**src/design/aid_pkg.sv**
```systemverilog
package aid_pkg;

   // Field widths.
   localparam int SAMPLE_WIDTH = 16;
   localparam int TIME_WIDTH   = 24;
   localparam int LIMIT_WIDTH  = 8;
   localparam int CNT_WIDTH    = LIMIT_WIDTH + 1;
   localparam int SUB_WIDTH    = 8;

   // Configuration port.
   localparam int CSR_INDEX_WIDTH = 3;
   localparam int CSR_DATA_WIDTH  = SAMPLE_WIDTH;

   localparam logic [CSR_INDEX_WIDTH-1:0] CSR_BAND_CENTER      = 3'd0;
   localparam logic [CSR_INDEX_WIDTH-1:0] CSR_BAND_HALF_WIDTH  = 3'd1;
   localparam logic [CSR_INDEX_WIDTH-1:0] CSR_MOTION_LIMIT     = 3'd2;
   localparam logic [CSR_INDEX_WIDTH-1:0] CSR_ABORT_LIMIT      = 3'd3;
   localparam logic [CSR_INDEX_WIDTH-1:0] CSR_STOP_LIMIT       = 3'd4;
   localparam logic [CSR_INDEX_WIDTH-1:0] CSR_SAMPLES_PER_UNIT = 3'd5;

   localparam logic [SUB_WIDTH-1:0] SAMPLES_PER_UNIT_RESET = 8'd10;

   // Classified sample handed from the front to the back.
   typedef struct packed {
      logic motion;
      logic rest;
      logic last;
   } aid_class_type;

   // Debounce and time settings used by the back.
   typedef struct packed {
      logic [LIMIT_WIDTH-1:0] motion_limit;
      logic [LIMIT_WIDTH-1:0] abort_limit;
      logic [LIMIT_WIDTH-1:0] stop_limit;
      logic [SUB_WIDTH-1:0]   samples_per_unit;
   } aid_cfg_type;

   // One closed interval.
   typedef struct packed {
      logic [TIME_WIDTH-1:0] start;
      logic [TIME_WIDTH-1:0] stop;
   } aid_result_type;

   // Status of the back.
   typedef struct packed {
      logic idle;
      logic out_full;
   } aid_status_type;

endpackage

```
**src/design/aid_front.sv**
```systemverilog
module aid_front (
   input  logic                                  clock,
   input  logic                                  reset,
   input  logic signed [aid_pkg::SAMPLE_WIDTH-1:0] band_center,
   input  logic [aid_pkg::SAMPLE_WIDTH-1:0]       band_half_width,
   input  logic                                  push,
   input  logic signed [aid_pkg::SAMPLE_WIDTH-1:0] sample,
   input  logic                                  last_sample,
   output logic                                  full,
   output logic                                  class_valid,
   output aid_pkg::aid_class_type                class_item,
   input  logic                                  class_take
);
   import aid_pkg::*;

   localparam int BAND_WIDTH = SAMPLE_WIDTH + 2;

   logic signed [BAND_WIDTH-1:0] center_ext;
   logic signed [BAND_WIDTH-1:0] half_ext;
   logic signed [BAND_WIDTH-1:0] band_hi;
   logic signed [BAND_WIDTH-1:0] band_lo;
   logic signed [BAND_WIDTH-1:0] sample_ext;
   aid_class_type                new_item;
   logic                         push_ok;

   aid_class_type entry_ff [2];
   logic          wr_ptr_ff;
   logic          rd_ptr_ff;
   logic [1:0]    count_ff;
   logic [1:0]    count_in;

   // Band edges and the motion or rest decision for the incoming sample.
   always_comb begin
      center_ext = BAND_WIDTH'(band_center);
      half_ext   = BAND_WIDTH'(signed'({1'b0, band_half_width}));
      sample_ext = BAND_WIDTH'(sample);
      band_hi    = center_ext + half_ext;
      band_lo    = center_ext - half_ext;
      new_item.motion = (sample_ext > band_hi) || (sample_ext < band_lo);
      new_item.rest   = (sample_ext < band_hi) && (sample_ext > band_lo);
      new_item.last   = last_sample;
   end

   assign full        = (count_ff == 2'd2);
   assign push_ok     = push && !full;
   assign class_valid = (count_ff != 2'd0);
   assign class_item  = entry_ff[rd_ptr_ff];

   always_comb begin
      count_in = count_ff;
      if (push_ok && !class_take) begin
         count_in = count_ff + 2'd1;
      end else if (!push_ok && class_take) begin
         count_in = count_ff - 2'd1;
      end
   end

   // Two-entry queue between the classifier and the back.
   always_ff @(posedge clock) begin
      if (reset) begin
         wr_ptr_ff <= 1'b0;
         rd_ptr_ff <= 1'b0;
         count_ff  <= 2'd0;
      end else begin
         count_ff <= count_in;
         if (push_ok) begin
            wr_ptr_ff <= !wr_ptr_ff;
         end
         if (class_take) begin
            rd_ptr_ff <= !rd_ptr_ff;
         end
      end
   end

   always_ff @(posedge clock) begin
      if (push_ok) begin
         entry_ff[wr_ptr_ff] <= new_item;
      end
   end

endmodule

```
**src/design/aid_back.sv**
```systemverilog
module aid_back (
   input  logic                            clock,
   input  logic                            reset,
   input  aid_pkg::aid_cfg_type            cfg,
   input  logic                            class_valid,
   input  aid_pkg::aid_class_type          class_item,
   output logic                            class_take,
   output logic                            rsp_empty,
   input  logic                            rsp_pop,
   output logic [aid_pkg::TIME_WIDTH-1:0]  rsp_interval_start,
   output logic [aid_pkg::TIME_WIDTH-1:0]  rsp_interval_stop,
   output aid_pkg::aid_status_type         status
);
   import aid_pkg::*;

   localparam logic [CNT_WIDTH-1:0]  CNT_MAX  = {CNT_WIDTH{1'b1}};
   localparam logic [TIME_WIDTH-1:0] TIME_MAX = {TIME_WIDTH{1'b1}};

   function automatic logic [CNT_WIDTH-1:0] inc_sat(input logic [CNT_WIDTH-1:0] c);
      return (c == CNT_MAX) ? CNT_MAX : c + 1'b1;
   endfunction

   logic                  att_start_ff, att_start_in;
   logic                  att_stop_ff, att_stop_in;
   logic                  started_ff, started_in;
   logic [CNT_WIDTH-1:0]  motion_cnt_ff, motion_cnt_in;
   logic [CNT_WIDTH-1:0]  rest_cnt_ff, rest_cnt_in;
   logic [CNT_WIDTH-1:0]  abort_cnt_ff, abort_cnt_in;
   logic [TIME_WIDTH-1:0] start_mark_ff, start_mark_in;
   logic [TIME_WIDTH-1:0] stop_mark_ff, stop_mark_in;
   logic [TIME_WIDTH-1:0] unit_cnt_ff, unit_cnt_in;
   logic [SUB_WIDTH-1:0]  sub_cnt_ff, sub_cnt_in;

   logic                  emit;
   aid_result_type        result;

   aid_result_type out_ff [2];
   logic           out_wr_ff;
   logic           out_rd_ff;
   logic [1:0]     out_count_ff;
   logic [1:0]     out_count_in;
   logic           out_full;
   logic           out_push;
   logic           out_pop;

   assign out_full   = (out_count_ff == 2'd2);
   assign out_pop    = rsp_pop && (out_count_ff != 2'd0);
   assign class_take = class_valid && (!out_full || rsp_pop);
   assign out_push   = class_take && emit;

   // Debounce state machine for one classified sample.
   always_comb begin
      att_start_in  = att_start_ff;
      att_stop_in   = att_stop_ff;
      started_in    = started_ff;
      motion_cnt_in = motion_cnt_ff;
      rest_cnt_in   = rest_cnt_ff;
      abort_cnt_in  = abort_cnt_ff;
      start_mark_in = start_mark_ff;
      stop_mark_in  = stop_mark_ff;
      unit_cnt_in   = unit_cnt_ff;
      sub_cnt_in    = sub_cnt_ff;
      emit          = 1'b0;
      result.start  = start_mark_ff;
      result.stop   = stop_mark_ff;

      if (class_take) begin
         // Motion cancels a stop attempt and feeds the start attempt.
         if (class_item.motion) begin
            if (att_stop_in) begin
               att_stop_in = 1'b0;
               rest_cnt_in = '0;
            end
            if (started_in) begin
               rest_cnt_in = '0;
            end else if (att_start_in) begin
               motion_cnt_in = inc_sat(motion_cnt_in);
            end else begin
               start_mark_in = unit_cnt_ff;
               att_start_in  = 1'b1;
               motion_cnt_in = inc_sat(motion_cnt_in);
            end
         end

         if (motion_cnt_in > {1'b0, cfg.motion_limit}) begin
            started_in    = 1'b1;
            motion_cnt_in = '0;
         end

         // Rest opens or feeds a stop attempt, or wears down a start attempt.
         if (class_item.rest) begin
            if (started_in && !att_stop_in) begin
               stop_mark_in = unit_cnt_ff;
               att_stop_in  = 1'b1;
               rest_cnt_in  = inc_sat(rest_cnt_in);
            end else if (att_stop_in) begin
               rest_cnt_in = inc_sat(rest_cnt_in);
            end else if (att_start_in) begin
               if (abort_cnt_in > {1'b0, cfg.abort_limit}) begin
                  att_start_in  = 1'b0;
                  motion_cnt_in = '0;
                  abort_cnt_in  = '0;
               end
               abort_cnt_in = inc_sat(abort_cnt_in);
            end
         end

         // Enough rest closes the interval.
         if (rest_cnt_in > {1'b0, cfg.stop_limit}) begin
            emit          = 1'b1;
            result.start  = start_mark_in;
            result.stop   = stop_mark_in;
            motion_cnt_in = '0;
            rest_cnt_in   = '0;
            abort_cnt_in  = '0;
            att_start_in  = 1'b0;
            att_stop_in   = 1'b0;
            started_in    = 1'b0;
         end

         // Time base, saturating at the top of the unit count.
         if (({1'b0, sub_cnt_ff} + 9'd1) >= {1'b0, cfg.samples_per_unit}) begin
            sub_cnt_in = '0;
            if (unit_cnt_ff != TIME_MAX) begin
               unit_cnt_in = unit_cnt_ff + 1'b1;
            end
         end else begin
            sub_cnt_in = sub_cnt_ff + 1'b1;
         end

         // The last sample of a data set clears everything.
         if (class_item.last) begin
            att_start_in  = 1'b0;
            att_stop_in   = 1'b0;
            started_in    = 1'b0;
            motion_cnt_in = '0;
            rest_cnt_in   = '0;
            abort_cnt_in  = '0;
            start_mark_in = '0;
            stop_mark_in  = '0;
            unit_cnt_in   = '0;
            sub_cnt_in    = '0;
         end
      end
   end

   always_ff @(posedge clock) begin
      if (reset) begin
         att_start_ff  <= 1'b0;
         att_stop_ff   <= 1'b0;
         started_ff    <= 1'b0;
         motion_cnt_ff <= '0;
         rest_cnt_ff   <= '0;
         abort_cnt_ff  <= '0;
         start_mark_ff <= '0;
         stop_mark_ff  <= '0;
         unit_cnt_ff   <= '0;
         sub_cnt_ff    <= '0;
      end else begin
         att_start_ff  <= att_start_in;
         att_stop_ff   <= att_stop_in;
         started_ff    <= started_in;
         motion_cnt_ff <= motion_cnt_in;
         rest_cnt_ff   <= rest_cnt_in;
         abort_cnt_ff  <= abort_cnt_in;
         start_mark_ff <= start_mark_in;
         stop_mark_ff  <= stop_mark_in;
         unit_cnt_ff   <= unit_cnt_in;
         sub_cnt_ff    <= sub_cnt_in;
      end
   end

   // Two-entry result queue.
   always_comb begin
      out_count_in = out_count_ff;
      if (out_push && !out_pop) begin
         out_count_in = out_count_ff + 2'd1;
      end else if (!out_push && out_pop) begin
         out_count_in = out_count_ff - 2'd1;
      end
   end

   always_ff @(posedge clock) begin
      if (reset) begin
         out_wr_ff    <= 1'b0;
         out_rd_ff    <= 1'b0;
         out_count_ff <= 2'd0;
      end else begin
         out_count_ff <= out_count_in;
         if (out_push) begin
            out_wr_ff <= !out_wr_ff;
         end
         if (out_pop) begin
            out_rd_ff <= !out_rd_ff;
         end
      end
   end

   always_ff @(posedge clock) begin
      if (out_push) begin
         out_ff[out_wr_ff] <= result;
      end
   end

   assign rsp_empty          = (out_count_ff == 2'd0);
   assign rsp_interval_start = out_ff[out_rd_ff].start;
   assign rsp_interval_stop  = out_ff[out_rd_ff].stop;

   assign status.out_full = out_full;
   assign status.idle     = !att_start_ff && !att_stop_ff && !started_ff
                            && (motion_cnt_ff == '0) && (rest_cnt_ff == '0)
                            && (abort_cnt_ff == '0) && (start_mark_ff == '0)
                            && (stop_mark_ff == '0) && (unit_cnt_ff == '0)
                            && (sub_cnt_ff == '0);

endmodule

```
**src/design/activity_interval_detector_core.sv**
```systemverilog
// Channel   Handshake          Payload
// req       push / full        req_sample, req_last_sample
// rsp       pop / empty        rsp_interval_start, rsp_interval_stop
// csr       csr_write          csr_index, csr_data
//
// One item is taken per cycle unless the back stalls; the debounce update in the back sets that rate.
// A result is written into the result queue at the edge that takes its item; the rsp ports show the queue head.
// Reset is synchronous and clears all state but the queue entries at once; there is no clearing pass.
// The back stalls only when both result slots are full and no pop is pending.
// The front stalls (req_full) when its two-entry queue to the back is full.
module activity_interval_detector_core (
   input  logic                                    clock,
   input  logic                                    reset,
   input  logic                                    req_push,
   output logic                                    req_full,
   input  logic signed [aid_pkg::SAMPLE_WIDTH-1:0] req_sample,
   input  logic                                    req_last_sample,
   output logic                                    rsp_empty,
   input  logic                                    rsp_pop,
   output logic [aid_pkg::TIME_WIDTH-1:0]          rsp_interval_start,
   output logic [aid_pkg::TIME_WIDTH-1:0]          rsp_interval_stop,
   input  logic                                    csr_write,
   input  logic [aid_pkg::CSR_INDEX_WIDTH-1:0]     csr_index,
   input  logic [aid_pkg::CSR_DATA_WIDTH-1:0]      csr_data
);
   import aid_pkg::*;

   logic signed [SAMPLE_WIDTH-1:0] band_center_ff;
   logic [SAMPLE_WIDTH-1:0]        band_half_width_ff;
   aid_cfg_type                    cfg_ff;

   logic           class_valid;
   aid_class_type  class_item;
   logic           class_take;
   aid_status_type status;

   // Configuration registers.
   always_ff @(posedge clock) begin
      if (reset) begin
         band_center_ff          <= '0;
         band_half_width_ff      <= '0;
         cfg_ff.motion_limit     <= '0;
         cfg_ff.abort_limit      <= '0;
         cfg_ff.stop_limit       <= '0;
         cfg_ff.samples_per_unit <= SAMPLES_PER_UNIT_RESET;
      end else if (csr_write) begin
         unique case (csr_index)
            CSR_BAND_CENTER:      band_center_ff <= signed'(csr_data[SAMPLE_WIDTH-1:0]);
            CSR_BAND_HALF_WIDTH:  band_half_width_ff <= csr_data[SAMPLE_WIDTH-1:0];
            CSR_MOTION_LIMIT:     cfg_ff.motion_limit <= csr_data[LIMIT_WIDTH-1:0];
            CSR_ABORT_LIMIT:      cfg_ff.abort_limit <= csr_data[LIMIT_WIDTH-1:0];
            CSR_STOP_LIMIT:       cfg_ff.stop_limit <= csr_data[LIMIT_WIDTH-1:0];
            CSR_SAMPLES_PER_UNIT: cfg_ff.samples_per_unit <= csr_data[SUB_WIDTH-1:0];
            default: ;
         endcase
      end
   end

   // Front: classify and queue.
   aid_front u_front (
      .clock           (clock),
      .reset           (reset),
      .band_center     (band_center_ff),
      .band_half_width (band_half_width_ff),
      .push            (req_push),
      .sample          (req_sample),
      .last_sample     (req_last_sample),
      .full            (req_full),
      .class_valid     (class_valid),
      .class_item      (class_item),
      .class_take      (class_take)
   );

   // Back: debounce, time base and result queue.
   aid_back u_back (
      .clock              (clock),
      .reset              (reset),
      .cfg                (cfg_ff),
      .class_valid        (class_valid),
      .class_item         (class_item),
      .class_take         (class_take),
      .rsp_empty          (rsp_empty),
      .rsp_pop            (rsp_pop),
      .rsp_interval_start (rsp_interval_start),
      .rsp_interval_stop  (rsp_interval_stop),
      .status             (status)
   );

   // The back holds a waiting item only when the result queue blocks it.
   a_back_stall_cause: assert property (@(posedge clock) disable iff (reset)
      (class_valid && !class_take) |-> (status.out_full && !rsp_pop))
      else $error("back stalled with room for a result");

   // An accepted item is queued for the back in the next cycle.
   a_front_queued: assert property (@(posedge clock) disable iff (reset)
      (req_push && !req_full) |=> class_valid)
      else $error("accepted item missing from the front queue");

   // The last sample of a data set leaves the back fully cleared.
   a_last_clears: assert property (@(posedge clock) disable iff (reset)
      (class_take && class_item.last) |=> status.idle)
      else $error("state not cleared after the last sample");

endmodule
```
**config.mk**
```make
export PLATFORM = sky130hd
export DESIGN_NAME = activity_interval_detector_core
export DESIGN_NICKNAME = d
export VERILOG_FILES = /design/src/design/aid_pkg.sv /design/src/design/aid_front.sv /design/src/design/aid_back.sv /design/src/design/activity_interval_detector_core.sv
export SDC_FILE = /design/constraint.sdc
export NUM_CORES = 1
export LEC_CHECK = 0
export BUFFER_PORTS_ARGS = -buffer_cell sky130_fd_sc_hd__clkbuf_2
export CAP_MARGIN = 20
export CORE_MARGIN = 1
export CORE_UTILIZATION = 30
export DETAILED_ROUTE_END_ITERATION = 10
export SLEW_MARGIN = 20
export SYNTH_ARGS = -nofsm -noshare
export SYNTH_HDL_FRONTEND = slang
export SYNTH_SLANG_ARGS = --single-unit
```
**constraint.sdc**
```tcl
create_clock -name clock -period 9.6 [get_ports clock]
set_input_delay 0.96 -clock clock [delete_from_list [all_inputs] [get_ports clock]]
set_output_delay 0.96 -clock clock [all_outputs]
set_load 0.1 [all_outputs]
```
==> metrics.yaml <==
run_status: "finished, final reports clean"
critical_path_data_required_time_ps: 9930
hpwl_mm: 24.1
totalWireLength_mm: 35.3
fill_cell_total_of_the_finished_layout: 4977
max_cap_violations: 0
layout_min_cycle_time_ps: 6420
post-route-worst-setup-slack_ps: 3180
grt_max_degree: 86
total_power_mw: 4.26
drtIter0Drc: 758
pre_cts_ws_ps: 3340
die_h_um: 224
synth_cell_types: 74
peakVddDrop_mv: 0.113
finish.net_count: 1734
number_of_global_route_vias_before_repair: 10900
setup.worst_path.start: "u_back.motion_cnt_ff[0]$_SDFFE_PP0P_"
hold_ws_ps: 454
clk_pin_slew_ps: 60
wire_per_inst_um: 15.5
tritoncts: "yes"
startpoint_to_endpoint_class_of_the_critical_path: "reg -> reg"
place.gp.congestion: 0.842
setup_total_negative_slack_ps: 0
cts.repair_timing.setup_buffer_count: 0
timing.fmax_mhz: 156
growth_of_design_area_from_synthesis_to_finish_pct: 14.2
skew_ps: 32.6
layout.cell_area.non_filler_mm2: 0.0169
cts.root.buffer_cell: "sky130_fd_sc_hd__clkbuf_16"
tritoncts.num_buffers: 30
finalCoreUtilization: 0.347
stdcell_count: 2272
grt_antenna_before_repair: 2
endpoint_kind: "register"
post_route_cells_drive_above_1_share: 0.154
postSynthCellCount: 1516
io_buffer_count: 90
fraction_of_registers_with_async_set_reset: 0
synth_area_mm2: 0.0148
register_area_mm2: 0.00675
multi_input_comb_area_mm2: 0.00756
chipWidth_um: 224
vias_per_cell: 4.93
core_area_mm2: 0.0488
seq_area_frac_synth: 0.455
worstPathCellList: "ha_1 -> and3_1 -> nand4_1 -> nand2_1 -> inv_1 -> a31oi_1 -> ha_1 -> nand4_1 -> nor2_1 -> a21oi_1 -> o32ai_1 -> a21oi_1 -> nand4_1 -> xor2_1 -> o21ai_0 -> ha_1 -> a21o_1 -> a21oi_1 -> a211o_1 -> nand3_1 -> o21a_2 -> nor3b_4 -> buf_4 -> mux2_2"
timing.final.setup_violations: 0
placementRows: 81
crit-reg2reg-launch: "u_back.motion_cnt_ff[0]$_SDFFE_PP0P_"
worst_hold_startpoint: "cfg_ff[31]$_SDFFE_PP0P_"
detailed_place.area_mm2: 0.0160
postRouteAntennaNets: 0
worst_path_largest_cell_delay_ps: 820
die-area_mm2: 0.0503
worstMarginPinSlew_ps: 1010
postSynthNetCount: 1667
post-route-period-util: 0.669
wire_length_of_the_first_global_routing_pass_mm: 57.0
drcViolationCount: 0
routed-via-count: 11200
cp_max_fo: 24
worst_slew_margin_relative_to_its_limit: 0.324
globalRouteOverflowTotal: 0
dp.cells: 2215
setup.worst_path.start_class: "register"
synth_area_per_inst_um2: 9.78
h_tree_levels: 1
hold_viol: 0
power_density_mw_per_mm2: 252
num_io_pins: 91
yosysWarningCount: 0
rsz0062_at_grt: "false"
synth_flop_cell: "sky130_fd_sc_hd__dfxtp_1"
final-max-slew-violation-count: 0
worstPathArrival_ps: 6750
holdCritPathClass: "reg -> reg"
edff_count_synth: 102
standby_leakage_power_nw: 6.56
numClockSinks: 286
clkLatencyLatePin_ps: 590
ctsLongestPathBuffers: 3
critical-path-slowest-cell: "sky130_fd_sc_hd__a21oi_1"
grtUsageTotal: 0.140
yosys_register_bits: 286
post_cts_resize_count: 0
initial_utilization: 0.304
drt_first_pass_iters: 5
post_cts_hold_buffer_count: 0
cells in the mapped netlist (6+ instances only):
cell                         n  area, µm²
sky130_fd_sc_hd__dfxtp_1   184       3680
sky130_fd_sc_hd__nand2_1   174        653
sky130_fd_sc_hd__nor2_1    142        533
sky130_fd_sc_hd__a21oi_1   114        571
sky130_fd_sc_hd__ha_1      108       1350
sky130_fd_sc_hd__edfxtp_1  102       3060
sky130_fd_sc_hd__mux2_2     77        867
sky130_fd_sc_hd__inv_1      75        282
sky130_fd_sc_hd__clkbuf_1   51        191
sky130_fd_sc_hd__xnor2_1    41        359
sky130_fd_sc_hd__nand3_1    36        180
sky130_fd_sc_hd__a22o_1     35        307
sky130_fd_sc_hd__nand4_1    33        206
sky130_fd_sc_hd__nor3_1     33        165
sky130_fd_sc_hd__o21ai_0    29        145
sky130_fd_sc_hd__a22oi_1    26        195
sky130_fd_sc_hd__xor2_1     26        228
sky130_fd_sc_hd__a21o_1     22        165
sky130_fd_sc_hd__mux2_1     20        225
sky130_fd_sc_hd__and3_1     18        113
sky130_fd_sc_hd__mux2i_1    12        120
sky130_fd_sc_hd__nor2b_1    10       62.6
sky130_fd_sc_hd__or3_1      10       62.6
sky130_fd_sc_hd__nand2b_1    9       56.3
sky130_fd_sc_hd__o21a_1      9       67.6
sky130_fd_sc_hd__nor4_1      8       50.1
sky130_fd_sc_hd__and2_1      7       43.8
sky130_fd_sc_hd__a31oi_1     6       37.5
sky130_fd_sc_hd__nand3b_1    6       45.0
sky130_fd_sc_hd__o21bai_1    6       45.0
critical path: cells and delay by family, from the launching register on:
family	cells	cell delay [ps]
compound gates	9	2320
simple gates	8	1470
fa+ha+maj	3	900
buf+inv	2	460
flops	1	430
mux	1	400
xor+xnor	1	220
kinds of logic (layout without fill, tap and decap cells):
| kind of cell | Yosys count | in the layout | share of synthesized area |
|---|---|---|---|
| flip-flops | 286 | 286 | 0.455 |
| buffers and inverters | 142 | 233 | 0.0390 |
| AO/OA/AOI/OAI | 288 | 288 | 0.127 |
| multiplexers | 110 | 110 | 0.0827 |
| adder cells (fa/ha/maj) | 110 | 110 | 0.0938 |
| AND/OR/NAND/NOR | 513 | 513 | 0.163 |
| XOR/XNOR | 67 | 67 | 0.0396 |
| other | 0 | 1 | 0 |
worst paths after layout:
check	endpoint	slack, ps	cells past startpoint
max reg2reg	u_back.out_ff[1][3]$_DFFE_PP_	3180	24
max	u_back.out_ff[1][3]$_DFFE_PP_	3180	24
min reg2reg	cfg_ff[31]$_SDFFE_PP0P_	450	2
min	cfg_ff[31]$_SDFFE_PP0P_	450	2
cell type report:
cell class,count,share of cell area
Inverter,75,0.0166
Clock inverter,11,0.00643
Antenna cell,1,0.000148
Timing Repair Buffer,102,0.0321
Multi-Input combinational cell,1088,0.446
Tap cell,664,0.0490
Sequential cell,286,0.398
Clock buffer,45,0.0512
placed cells by master, fill, tap and decap left out, types with 7 or more instances in the layout:
master,instances
sky130_fd_sc_hd__a21o_1,22
sky130_fd_sc_hd__clkbuf_2,89
sky130_fd_sc_hd__dfxtp_1,183
sky130_fd_sc_hd__nand2b_1,9
sky130_fd_sc_hd__a22oi_1,26
sky130_fd_sc_hd__nand4_1,33
sky130_fd_sc_hd__nand3_1,36
sky130_fd_sc_hd__xnor2_1,41
sky130_fd_sc_hd__clkbuf_1,9
sky130_fd_sc_hd__nor2b_1,9
sky130_fd_sc_hd__o21a_1,9
sky130_fd_sc_hd__nor2_1,141
sky130_fd_sc_hd__clkbuf_16,30
sky130_fd_sc_hd__edfxtp_1,102
sky130_fd_sc_hd__xor2_1,26
sky130_fd_sc_hd__inv_1,75
sky130_fd_sc_hd__nor4_1,7
sky130_fd_sc_hd__a22o_1,35
sky130_fd_sc_hd__buf_4,13
sky130_fd_sc_hd__mux2i_1,12
sky130_fd_sc_hd__a21oi_1,113
sky130_fd_sc_hd__mux2_2,77
sky130_fd_sc_hd__nor3_1,31
sky130_fd_sc_hd__and3_1,18
sky130_fd_sc_hd__o21ai_0,29
sky130_fd_sc_hd__or3_1,10
sky130_fd_sc_hd__nand2_1,174
sky130_fd_sc_hd__ha_1,108
sky130_fd_sc_hd__mux2_1,20
power breakdown:
| group | internal, mW | switching, mW | leakage (nW) |
|---|---|---|---|
| sequential | 1.39 | 0.0558 | 2.50 |
| clock | 0.652 | 0.487 | 0.476 |
| combinational | 0.384 | 1.30 | 3.59 |
flip-flops by register name, indices dropped and copies added, names as in the netlist, 2 cells and up, named ones only:
signal                cells
u_back.out_ff            96
cfg_ff                   32
u_back.start_mark_ff     24
u_back.stop_mark_ff      24
u_back.unit_cnt_ff       24
band_center_ff           16
band_half_width_ff       16
u_back.abort_cnt_ff       9
u_back.motion_cnt_ff      9
u_back.rest_cnt_ff        9
u_back.sub_cnt_ff         8
u_front.entry_ff          6
u_back.out_count_ff       2
u_front.count_ff          2
metal layers:
layer	global-route usage	part of all wire
met4	0.0362	0.020
met1	0.191	0.48
met2	0.226	0.46
met5	0	0.00026
met3	0.0240	0.042
Power figures use the tool's default switching activity.
